`config.mk`:
```
export PLATFORM = sky130hd
export DESIGN_NAME = newton_square_root_unit
export DESIGN_NICKNAME = d
export VERILOG_FILES = /design/src/hw/rtl/nsr_pkg.sv /design/src/hw/rtl/newton_square_root_unit.sv /design/src/hw/rtl/nsr_div.sv /design/src/hw/rtl/nsr_cfg.sv
export SDC_FILE = /design/constraint.sdc
export NUM_CORES = 1
export LEC_CHECK = 0
export ABC_AREA = 1
export BUFFER_PORTS_ARGS = -buffer_cell sky130_fd_sc_hd__buf_2
export CAP_MARGIN = 30
export CORE_UTILIZATION = 40
export CTS_BUF_LIST = sky130_fd_sc_hd__clkbuf_4 sky130_fd_sc_hd__clkbuf_8
export DETAILED_ROUTE_END_ITERATION = 16
export SLEW_MARGIN = 20
export SYNTH_ARGS = -nofsm -noshare
export SYNTH_HDL_FRONTEND = slang
export SYNTH_SLANG_ARGS = --single-unit
```
`constraint.sdc`:
```
create_clock -name clk -period 10.02 [get_ports clk]
set_clock_uncertainty 0.2 [all_clocks]
set_input_delay 0.501 -clock clk [delete_from_list [all_inputs] [get_ports clk]]
set_output_delay 0.501 -clock clk [all_outputs]
set_load 0.1 [all_outputs]
```
`src/hw/rtl/nsr_pkg.sv`:
```
// ----------------------------------------------------------------------------
// nsr_pkg: shared definitions for the Newton square root unit
// Widths, iteration limits, register map and sequencer states.
// ----------------------------------------------------------------------------
package nsr_pkg;

	// Fixed-point format and iteration limit.
	localparam int FRAC_BITS = 16;
	localparam int MAX_STEPS = 64;

	// Word widths set by the fixed port widths.
	localparam int WORD_W = 32;
	localparam int STEP_W = 7;
	localparam int NUM_W  = WORD_W + FRAC_BITS;
	localparam int CNT_W  = $clog2(NUM_W);

	// Initial guess of 1.0 and the step cap as sized values.
	localparam logic [WORD_W-1:0] GUESS_ONE = WORD_W'(1) << FRAC_BITS;
	localparam logic [STEP_W-1:0] STEP_CAP  = STEP_W'(MAX_STEPS);

	// Configuration register map.
	localparam int ADDR_W = 3;
	localparam logic REG_TOLERANCE = 1'b0;
	localparam logic [WORD_W-1:0] TOLERANCE_RESET = 32'd1;

	// Sequencer states.
	typedef enum logic [2:0] {
		ST_IDLE,
		ST_TEST,
		ST_DIV,
		ST_ADD,
		ST_CHECK,
		ST_OUT
	} state_t;

	// Status of the shared divider as seen by the sequencer.
	typedef struct packed {
		logic busy;
		logic done;
	} div_status_t;

endpackage

```
`src/hw/rtl/newton_square_root_unit.sv`:
```
// ----------------------------------------------------------------------------
// newton_square_root_unit: fixed-point square root by Newton iteration
// Sequencer around one shared divider, plus the tolerance register.
// ----------------------------------------------------------------------------
// A word is taken when start is high and busy is low; busy then stays high
// until the result has been shown. Each Newton step passes through the test,
// divide, add and compare states; in the divide state the bit-serial divider
// forms one quotient bit per cycle over the 48-bit scaled radicand and then
// hands the quotient back. The next word is taken only after the result has
// been shown and the unit is idle again. The result is shown on root,
// steps_taken and not_converged for exactly one cycle with done high; the
// receiver cannot stall, so it must capture the word in that cycle.
// ----------------------------------------------------------------------------
module newton_square_root_unit (
	input  logic                          clk,
	input  logic                          arst_n,
	input  logic                          start,
	output logic                          busy,
	input  logic [nsr_pkg::WORD_W-1:0]    radicand,
	output logic                          done,
	output logic [nsr_pkg::WORD_W-1:0]    root,
	output logic [nsr_pkg::STEP_W-1:0]    steps_taken,
	output logic                          not_converged,
	input  logic                          psel,
	input  logic                          penable,
	input  logic                          pwrite,
	input  logic [nsr_pkg::ADDR_W-1:0]    paddr,
	input  logic [nsr_pkg::WORD_W-1:0]    pwdata,
	output logic [nsr_pkg::WORD_W-1:0]    prdata,
	output logic                          pready
);

	nsr_pkg::state_t              state_q, state_d;
	logic [nsr_pkg::NUM_W-1:0]    num_q;
	logic [nsr_pkg::WORD_W-1:0]   y_q;
	logic [nsr_pkg::WORD_W-1:0]   y_next_q;
	logic [nsr_pkg::STEP_W-1:0]   steps_q;
	logic                         flag_q;
	logic [nsr_pkg::WORD_W-1:0]   tolerance;
	logic [nsr_pkg::NUM_W-1:0]    quotient;
	nsr_pkg::div_status_t         div_status;
	logic                         div_start;
	logic                         accept;
	logic                         at_cap;
	logic                         y_zero;
	logic [nsr_pkg::NUM_W:0]      sum;
	logic [nsr_pkg::NUM_W-1:0]    half;
	logic [nsr_pkg::WORD_W-1:0]   delta;
	logic                         converged;

	nsr_cfg u_cfg (
		.clk       (clk),
		.arst_n    (arst_n),
		.psel      (psel),
		.penable   (penable),
		.pwrite    (pwrite),
		.paddr     (paddr),
		.pwdata    (pwdata),
		.prdata    (prdata),
		.pready    (pready),
		.tolerance (tolerance)
	);

	nsr_div u_div (
		.clk      (clk),
		.arst_n   (arst_n),
		.start    (div_start),
		.dividend (num_q),
		.divisor  (y_q),
		.quotient (quotient),
		.status   (div_status)
	);

	// Step tests, the averaged guess and the step change.
	always_comb begin
		accept    = start && !busy;
		at_cap    = (steps_q >= nsr_pkg::STEP_CAP);
		y_zero    = (y_q == '0);
		sum       = {{(nsr_pkg::NUM_W + 1 - nsr_pkg::WORD_W){1'b0}}, y_q} + {1'b0, quotient};
		half      = sum[nsr_pkg::NUM_W:1];
		delta     = (y_next_q >= y_q) ? (y_next_q - y_q) : (y_q - y_next_q);
		converged = (delta <= tolerance);
	end

	// Next state.
	always_comb begin
		state_d = state_q;
		case (state_q)
			nsr_pkg::ST_IDLE: begin
				if (start) state_d = nsr_pkg::ST_TEST;
			end
			nsr_pkg::ST_TEST: begin
				if (at_cap || y_zero) state_d = nsr_pkg::ST_OUT;
				else state_d = nsr_pkg::ST_DIV;
			end
			nsr_pkg::ST_DIV: begin
				if (div_status.done) state_d = nsr_pkg::ST_ADD;
			end
			nsr_pkg::ST_ADD:   state_d = nsr_pkg::ST_CHECK;
			nsr_pkg::ST_CHECK: begin
				if (converged) state_d = nsr_pkg::ST_OUT;
				else state_d = nsr_pkg::ST_TEST;
			end
			nsr_pkg::ST_OUT:   state_d = nsr_pkg::ST_IDLE;
			default:           state_d = nsr_pkg::ST_IDLE;
		endcase
	end

	// Outputs of the sequencer.
	always_comb begin
		busy      = 1'b1;
		done      = 1'b0;
		div_start = 1'b0;
		case (state_q)
			nsr_pkg::ST_IDLE: busy = 1'b0;
			nsr_pkg::ST_TEST: div_start = !(at_cap || y_zero);
			nsr_pkg::ST_OUT:  done = 1'b1;
			default:          ;
		endcase
	end

	always_ff @(posedge clk or negedge arst_n) begin
		if (!arst_n) begin
			state_q <= nsr_pkg::ST_IDLE;
		end else begin
			state_q <= state_d;
		end
	end

	// Datapath registers, loaded on acceptance and updated once per step.
	always_ff @(posedge clk) begin
		if (accept) begin
			num_q   <= {radicand, {nsr_pkg::FRAC_BITS{1'b0}}};
			y_q     <= nsr_pkg::GUESS_ONE;
			steps_q <= '0;
			flag_q  <= 1'b0;
		end else begin
			case (state_q)
				nsr_pkg::ST_TEST: begin
					if (at_cap) flag_q <= 1'b1;
				end
				nsr_pkg::ST_ADD: begin
					if (half[nsr_pkg::NUM_W-1:nsr_pkg::WORD_W] != '0) y_next_q <= '1;
					else y_next_q <= half[nsr_pkg::WORD_W-1:0];
				end
				nsr_pkg::ST_CHECK: begin
					y_q     <= y_next_q;
					steps_q <= steps_q + 1'b1;
				end
				default: ;
			endcase
		end
	end

	assign root          = y_q;
	assign steps_taken   = steps_q;
	assign not_converged = flag_q;

endmodule

```
`src/hw/rtl/nsr_div.sv`:
```
// ----------------------------------------------------------------------------
// nsr_div: shared restoring divider
// Divides a NUM_W-bit dividend by a 32-bit divisor, one quotient bit per cycle.
// ----------------------------------------------------------------------------
module nsr_div (
	input  logic                             clk,
	input  logic                             arst_n,
	input  logic                             start,
	input  logic [nsr_pkg::NUM_W-1:0]        dividend,
	input  logic [nsr_pkg::WORD_W-1:0]       divisor,
	output logic [nsr_pkg::NUM_W-1:0]        quotient,
	output nsr_pkg::div_status_t             status
);

	logic                          busy_q;
	logic                          done_q;
	logic [nsr_pkg::CNT_W-1:0]     cnt_q;
	logic [nsr_pkg::WORD_W-1:0]    rem_q;
	logic [nsr_pkg::NUM_W-1:0]     dq_q;
	logic [nsr_pkg::WORD_W-1:0]    divisor_q;
	logic [nsr_pkg::WORD_W:0]      trial;
	logic [nsr_pkg::WORD_W:0]      diff;
	logic                          ge;

	// Trial subtraction of the divisor from the shifted partial remainder.
	always_comb begin
		trial = {rem_q, dq_q[nsr_pkg::NUM_W-1]};
		diff  = trial - {1'b0, divisor_q};
		ge    = (trial >= {1'b0, divisor_q});
	end

	// Control of the iteration count.
	always_ff @(posedge clk or negedge arst_n) begin
		if (!arst_n) begin
			busy_q <= 1'b0;
			done_q <= 1'b0;
			cnt_q  <= '0;
		end else begin
			done_q <= 1'b0;
			if (start) begin
				busy_q <= 1'b1;
				cnt_q  <= nsr_pkg::CNT_W'(nsr_pkg::NUM_W - 1);
			end else if (busy_q) begin
				if (cnt_q == '0) begin
					busy_q <= 1'b0;
					done_q <= 1'b1;
				end else begin
					cnt_q <= cnt_q - 1'b1;
				end
			end
		end
	end

	// Remainder and quotient shift register; the dividend shifts out as quotient bits shift in.
	always_ff @(posedge clk) begin
		if (start) begin
			rem_q     <= '0;
			dq_q      <= dividend;
			divisor_q <= divisor;
		end else if (busy_q) begin
			rem_q <= ge ? diff[nsr_pkg::WORD_W-1:0] : trial[nsr_pkg::WORD_W-1:0];
			dq_q  <= {dq_q[nsr_pkg::NUM_W-2:0], ge};
		end
	end

	assign quotient    = dq_q;
	assign status.busy = busy_q;
	assign status.done = done_q;

endmodule

```
`src/hw/rtl/nsr_cfg.sv`:
```
// ----------------------------------------------------------------------------
// nsr_cfg: configuration registers
// APB-style slave holding the convergence tolerance.
// ----------------------------------------------------------------------------
module nsr_cfg (
	input  logic                          clk,
	input  logic                          arst_n,
	input  logic                          psel,
	input  logic                          penable,
	input  logic                          pwrite,
	input  logic [nsr_pkg::ADDR_W-1:0]    paddr,
	input  logic [nsr_pkg::WORD_W-1:0]    pwdata,
	output logic [nsr_pkg::WORD_W-1:0]    prdata,
	output logic                          pready,
	output logic [nsr_pkg::WORD_W-1:0]    tolerance
);

	logic [nsr_pkg::WORD_W-1:0] tolerance_q;
	logic                       reg_index;
	logic                       wr_en;

	// Word address decode; the byte offset bits are ignored.
	assign reg_index = paddr[nsr_pkg::ADDR_W-1];
	assign wr_en     = psel && penable && pwrite && (reg_index == nsr_pkg::REG_TOLERANCE);

	// Tolerance register.
	always_ff @(posedge clk or negedge arst_n) begin
		if (!arst_n) begin
			tolerance_q <= nsr_pkg::TOLERANCE_RESET;
		end else if (wr_en) begin
			tolerance_q <= pwdata;
		end
	end

	// Read data; unmapped words read as zero.
	always_comb begin
		case (reg_index)
			nsr_pkg::REG_TOLERANCE: prdata = tolerance_q;
			default:                prdata = '0;
		endcase
	end

	assign pready    = 1'b1;
	assign tolerance = tolerance_q;

endmodule

```
==> results of run 1 <==
routing by layer:
metal	share of wire, %	track usage (%)	vias to the layer above
li1	-	-	9639
met2	49	44.88	322
met1	45	32.26	8672
met4	2.6	8.075	0
met5	0	0	-
met3	3.5	2.762	77
critical path, stage by stage, from the launching register on:
cell	delay (ns)
dfxtp_1	0.52
inv_1	0.14
ha_1	0.43
a21oi_1	0.33
o21ai_0	0.22
nand2_1	0.09
nand2_1	0.08
a31oi_1	0.30
nand3_2	0.63
inv_2	0.73
nand2_1	0.12
nand2_1	0.13
inv_1	0.06
ha_1	0.29
nand2_1	0.08
nor4_1	0.48
inv_1	0.12
nor3b_1	0.28
o21ai_0	0.18
nand4_1	0.10
nand2_1	0.22
nand2_1	0.14
nand3_1	0.07
kinds of logic after synthesis:
group | Yosys count | synth area share [%]
other cells | 1 | 0.01849
simple gates | 1369 | 29.14
xor+xnor | 109 | 4.708
fa+ha+maj | 166 | 10.39
buf+inv | 540 | 10.45
compound gates | 435 | 11.55
flops | 259 | 33.75
cell type report:
class	instances	share of cell area, %
clock buffers	66	3.483
repair buffers	222	6.462
clock inverters	23	1.118
inverters	474	7.607
well taps	672	3.595
multi-input cells	2080	48.47
diodes	1	0.01070
flip-flops and latches	259	29.26
power by group:
| group | switching (mW) | internal, mW |
|---|---|---|
| Combinational | 3.48 | 1.52 |
| Clock | 0.487 | 0.664 |
| Sequential | 0.370 | 1.58 |
| Total | 4.34 | 3.76 |
Yosys cell counts (all sizes together) (10+ instances only):
cell type	n
nand3	155
nand2	827
ha	162
buf	25
clkbuf	41
xnor2	45
nand3b	33
dfxtp	72
nor3	26
o21bai	17
dfrtp	42
a21o	10
xor2	64
o21ai	141
inv	473
nand4	30
nor2	285
edfxtp	144
a21oi	226
sequential cells by signal, indices dropped and copies added, names as in the netlist, 3 cells and up:
signal,cells
num_q,32
root,32
state_q,3
steps_taken,7
u_cfg.tolerance,32
u_div.cnt_q,6
u_div.divisor_q,32
u_div.quotient,48
u_div.rem_q,32
y_next_q,32
worst min path at each step:
stage	start	end	slack, ns	cells after the start
after floorplan	arst_n	state_q[0]	0.005	0
after global placement	not_converged	not_converged	0.25	2
after detailed placement	u_div.rem_q[6]	u_div.rem_q[6]	0.26	2
after CTS	arst_n	u_cfg.tolerance[13]	0.12	2
after global routing	arst_n	u_cfg.tolerance[17]	0.17	2
final	arst_n	u_cfg.tolerance[13]	0.17	2
stage by stage:
step | setup slack [ns] | instances
finish | 3.955 | 3797
floorplan | 5.472 | 2879
CTS | 3.923 | 3796
detailed placement | 3.925 | 3641
global route | 3.532 | 3796
global placement | 4.013 | 3637
cells in the final DEF (no fill, tap or decap), types with 51 or more instances in the layout:
cell type,n
clkbuf_8,51
inv_1,459
xor2_1,64
edfxtp_1,144
a21oi_1,225
dlygate4sd3_1,66
o21ai_0,132
nand2_1,815
dfxtp_1,72
buf_2,144
nand3_1,124
ha_1,162
nor2_1,257
timing repair:
action / CTS / global route
hold buffers: 66 / 0
resized for setup: 0 / 0
endpoints found under the hold margin: 108 / 0
==> metrics.md, run 1 <==
| Metric | Value |
|---|---|
| Clock Tree Root | clkbuf_8 |
| CP Launch Type | flop |
| Max-cap check violation count | 0 |
| DR pass1 iterations | 5 |
| Reg-to-reg slack, setup | 3.96 ns |
| Area of the multi-input gates | 11340 um^2 |
| Reg area | 6843 um^2 |
| Detail Route Antenna Nets | 0 |
| Initial antenna violation count | 1 |
| Crit path launch | root[19] |
| Final instance area | 23390 um^2 |
| Post CTS Setup Buffer Count | 0 |
| Synth top area cells | edfxtp_1 21%, nand2_1 15%, ha_1 10% |
| Vias in the first global route | 18.54k |
| Worst path required time | 10.36 ns |
| Max Freq | 164.9 MHz |
| Pwr/cell area | 346.1 nW/um^2 |
| Share of layout cells above drive strength 1 | 10.50% |
| Die area | 51600 um^2 |
| Die W | 227.2 um |
| Buffers from clock root to sink, at most | 3 |
| Post-synth EDFFs | 144 |
| Post-Syn Area | 20280 um^2 |
| Global Route Usage Sum | 25.41% |
| DP Area | 21640 um^2 |
| Worst setup EP type | flop |
| IO Port Bufs | 144 |
| R2r endpoint | state_q[2] |
| Ports | 148 |
| Avg Inst Size Synth | 7.043 um^2 |
| Sequential element share of the synthesized area | 33.75% |
| Peak VDD IR | 0.1405 mV |
| Reg2reg start | root[19] |
| Worst reg-to-reg path cell count | 22 |
| Synth area leader | edfxtp_1 |
| RSZ-0062 raised after global routing | no |
| Crit path kind | reg2reg |
| CTS buffer count | 49 |
| Hold crit path type | in2async |
| Final Slew Violations | 0 |
| Fraction of registers with async set/reset | 16.60% |
| DR vias | 18.71k |
| Total power | 8.096 mW |
| Final HPWL DP | 53.14 mm |
| Final hold slack | 0.1696 ns |
| Worst-path clk slew | 0.06 ns |
| Routed vias/inst | 4.928 |
| Unique cell type count in the Yosys netlist | 51 |
| Iter 0 DRT Violations | 1090 |
| LEAKAGE | 11.46 nW |
| Grt ovf | 0 |
| Post-route minimum period | 6.065 ns |
| Final hold vios | 0 |
| Syn Inst Count | 2879 |
| Slew @ Worst Pin | 0.9677 ns |
| Worst slew margin | 35.34% |
| Seq cells post-synth | 259 |
| Status | finished, final reports clean |
| Post-Route WL | 65.39 mm |
| Crit Path Max Fanout | 33 |
| TritonCTS clock tree | done |
| Die Ht | 227.2 um |
| Routed WL per cell | 17.22 um |
| Core Util, Final | 46.71% |
| Clock Latency Late Sink | 0.66 ns |
| Starting density of the core | 40.50% |
| DRC viols | 0 |
| Final setup fails | 0 |
| H-tree levels | 2 |
| Worst Path Arrival | 6.40 ns |
| Synth Net Count | 3118 |
| First-pass GRT wire length | 101.4 mm |
| Core box area | 50070 um^2 |
| CP Capture Point | state_q[2] |
| Site Rows | 82 |
| Ys flop type | edfxtp_1 |
| CTS Sinks | 259 |
| Yosys warning total | 0 |
| Post-layout nets | 3325 |
| Routability congestion estimate from global placement | 0.9822 |
| Setup tns final | 0 ns |
| Fillers | 5234 |
| Synth top area share | 21.33% |
| Largest net degree at the start of global routing | 71 |
| Area delta synth->final | 15.35% |
| Final period utilization | 60.52% |
(Power assumes the default switching activity.)
==> run 2, diff against run 1 <==
ABC_AREA = 0   (was 1)
clock period = 5.8 ns   (was 10.02 ns; I/O delays follow)
==> run 2 against run 1 <==
Against the previous run: via count down 14%; hold slack worse by 0.092 ns; global-route usage down 1.9 points; clock power up 68%.
==> metrics.md, run 2 <==
| Metric | Value |
|---|---|
| Post CTS Setup Buffer Count | 0 (unchanged) |
| Peak VDD IR | 0.4496 mV (+220%) |
| Clock Latency Late Sink | 0.62 ns (-0.04 ns) |
| Die W | 217.0 um (-4.5%) |
| Final cell count without fillers | 2971 (-22%) |
| Max Freq | 188.0 MHz (+14%) |
| Largest delay share family, worst path | compound AO/OA/AOI/OAI gates |
| Post-synth EDFFs | 144 (unchanged) |
| Die area | 47100 um^2 (-8.7%) |
| Worst slew margin | 33.89% (-1.4 points) |
| Status | finished, final reports clean |
| Final instance area | 21690 um^2 (-7.3%) |
| Worst path required time | 6.15 ns (-4.21 ns) |
| Grt ovf | 0 (unchanged) |
| CP Launch Type | flop |
| Worst setup EP type | flop |
| Site Rows | 78 (-4.9%) |
| Most frequent cells in the layout | 267 x nand2_1, 193 x a21oi_1, 165 x inv_1 |
| RSZ-0062 raised after global routing | no |
| Synth top area cells | edfxtp_1 23%, ha_1 11%, dfxtp_1 7.8% |
| Post-Syn Area | 18500 um^2 (-8.8%) |
| Avg Inst Size Synth | 8.679 um^2 (+23%) |
| Commonest non-fill, non-tap cell in the layout | nand2_1 |
| H-tree levels | 2 (unchanged) |
| Buffers from clock root to sink, at most | 3 (unchanged) |
| Hold crit path type | in2async |
| Vias in the first global route | 15.53k (-16%) |
| Reg-to-reg slack, setup | 0.48 ns (-3.47 ns) |
| Ports | 148 (unchanged) |
| Clock Tree Root | clkbuf_8 |
| IO Port Bufs | 144 (unchanged) |
| Starting density of the core | 40.67% (+0.17 points) |
| Final setup fails | 0 (unchanged) |
| Yosys warning total | 0 (unchanged) |
| Fraction of registers with async set/reset | 16.60% (unchanged) |
| Post-route minimum period | 5.319 ns (-0.7455 ns) |
| Crit path kind | reg2reg |
| Crit path cell chain | buf_4 > inv_1 > ha_1 > inv_1 > fa_1 > a211oi_1 > o21ai_0 > a31oi_1 > o21a_1 > o31a_1 > nor2_1 > nor2_1 > o21ai_0 > a2111oi_0 > a21oi_1 > xnor2_1 > ha_1 > nand4_1 > nor4_1 > nand2_1 > or4_1 > nand3_1 |
| Max FFs per register | 48 (unchanged) |
| Max stage delay on crit path | 0.53 ns (-0.20 ns) |
| Core box area | 45480 um^2 (-9.2%) |
| Syn Inst Count | 2131 (-26%) |
| Global Route Usage Sum | 23.48% (-1.9 points) |
| Final hold vios | 0 (unchanged) |
| Routed vias/inst | 5.399 (+9.6%) |
| Inst Count DP | 2823 (-22%) |
| Post-layout nets | 2576 (-23%) |
| Synth cell count leaders | 267 x nand2_1, 194 x a21oi_1, 165 x inv_1 |
| Final hold slack | 0.07795 ns (-0.09168 ns) |
| Seq cells post-synth | 259 (unchanged) |
| R2r endpoint | state_q[2] |
| Die Ht | 217.0 um (-4.5%) |
| Share of layout cells above drive strength 1 | 15.82% (+5.3 points) |
| DP Area | 19990 um^2 (-7.6%) |
| Total power | 14.06 mW (+74%) |
| Routed WL per cell | 18.79 um (+9.1%) |
| DR vias | 16.04k (-14%) |
| Post-Route WL | 55.83 mm (-15%) |
| DRC viols | 0 (unchanged) |
| Detail Route Antenna Nets | 0 (unchanged) |
| First-pass GRT wire length | 86.51 mm (-15%) |
| CTS buffer count | 46 (-6.1%) |
| Reg2reg start | root[0] |
| Initial antenna violation count | 1 (unchanged) |
| Crit Path Max Fanout | 7 (-79%) |
| Sequential element share of the synthesized area | 37.00% (+3.3 points) |
| Worst reg-to-reg path cell count | 22 (unchanged) |
| Synth area leader | edfxtp_1 |
| Fillers | 4472 (-15%) |
| Slew @ Worst Pin | 0.9916 ns (+0.02388 ns) |
| Routability congestion estimate from global placement | 0.9306 (-5.3%) |
| DR pass1 iterations | 6 (+1) |
| Final period utilization | 91.71% (+31 points) |
| Max stage delay cell, worst path | or4_1 |
| Ys flop type | edfxtp_1 |
| Worst-path clk slew | 0.07 ns (about the same) |
| Max-cap check violation count | 0 (unchanged) |
| Setup tns final | 0 ns (unchanged) |
| Unique cell type count in the Yosys netlist | 95 (+86%) |
| CTS Sinks | 259 (unchanged) |
| Final Slew Violations | 0 (unchanged) |
| Largest net degree at the start of global routing | 72 (+1.4%) |
| Worst Path Arrival | 5.67 ns (-0.73 ns) |
| Worst Path Buf+Inv | 3 (-1) |
| Most frequent cell after synthesis | nand2_1 |
| Synth top area share | 23.38% (+2.1 points) |
| Final HPWL DP | 41.89 mm (-21%) |
| TritonCTS clock tree | done |
| Area delta synth->final | 17.25% |
| Iter 0 DRT Violations | 1202 (+10%) |
| Pwr/cell area | 648.4 nW/um^2 (+87%) |
| LEAKAGE | 9.656 nW (-16%) |
| Synth Net Count | 2370 (-24%) |
run 2: cell types whose count changed after synthesis, sizes merged, moves of 25 or more:
cell | before | now
o21ai | 141 | 99
a21oi | 226 | 197
nand2 | 827 | 297
inv | 473 | 167
nor3 | 26 | 58
nand3b | 33 | 5
clkbuf | 41 | 78
nand3 | 155 | 32
a21o | 10 | 65
a211oi | 1 | 31
nor2b | 0 | 25
nor2 | 285 | 156
mux2 | 0 | 36
mux2i | 0 | 28
run 2: where the power goes:
| group | total [mW] | internal (mW) | switching [mW] |
|---|---|---|---|
| clock | 1.93 | 1.11 | 0.817 |
| combinational | 8.90 | 3.19 | 5.70 |
| sequential | 3.24 | 2.72 | 0.512 |
run 2: worst min-delay path: stages:
cell,delay [ns]
dlygate4sd3_1,0.52
buf_2,0.09
buf_4,0.45
run 2: worst max path at each step:
stage / from / to / slack [ns] / cells after the start
floorplan: root[5] / state_q[2] / 0.23 / 24
finish: root[0] / state_q[2] / 0.48 / 22
global placement: y_next_q[0] / state_q[2] / 0.55 / 26
global route: root[0] / state_q[2] / 0.06 / 22
detailed placement: y_next_q[0] / state_q[2] / 0.50 / 21
CTS: y_next_q[0] / state_q[2] / 0.47 / 26
run 2: metal layers:
layer  part of all wire, %  track usage, %  vias to the layer above
li1                      -               -                     7952
met2                    46           38.31                      397
met5                     0               0                        -
met4                   3.6           9.131                        0
met3                   4.9           4.319                       93
met1                    46           30.70                     7597
run 2: cell type report:
type                    count  area (um^2)  share of cell area, %
inverters                 167        628.1                  2.896
well taps                 600        750.7                  3.462
clock inverters            20        225.2                  1.039
multi-input cells        1596        10600                  48.87
diodes                      1        2.502                0.01154
flip-flops and latches    259         6844                  31.56
clock buffers              61        789.5                  3.641
repair buffers            267         1847                  8.516
run 2: timing repair:
| item | in CTS | in global routing |
|---|---|---|
| hold buffers | 66 | 0 |
| hold endpoints to repair | 109 | 0 |
| gates resized for setup | 0 | 2 |
| endpoints found under the setup margin | 0 | 1 |
run 2: through the flow:
| stage | setup WS [ns] | utilization (%) |
|---|---|---|
| after global routing | 0.06071 | 47.68 |
| after CTS | 0.4705 | 47.65 |
| after floorplan | 0.2259 | - |
| after global placement | 0.5511 | 43.92 |
| after detailed placement | 0.5017 | 43.96 |
| final | 0.4809 | 47.68 |
run 2: logic make-up (layout without fill, tap and decap cells):
| group | after synthesis | in the layout | synth area share [%] |
|---|---|---|---|
| buffers and inverters | 276 | 515 | 5.933 |
| other | 1 | 2 | 0.02028 |
| xor gates and xnor gates | 101 | 101 | 4.783 |
| adders and majority gates | 166 | 166 | 11.39 |
| and+or+nand+nor | 730 | 730 | 18.87 |
| DFF | 259 | 259 | 37.00 |
| muxes | 64 | 64 | 3.707 |
| AOI/OAI and AO/OA | 534 | 534 | 18.30 |
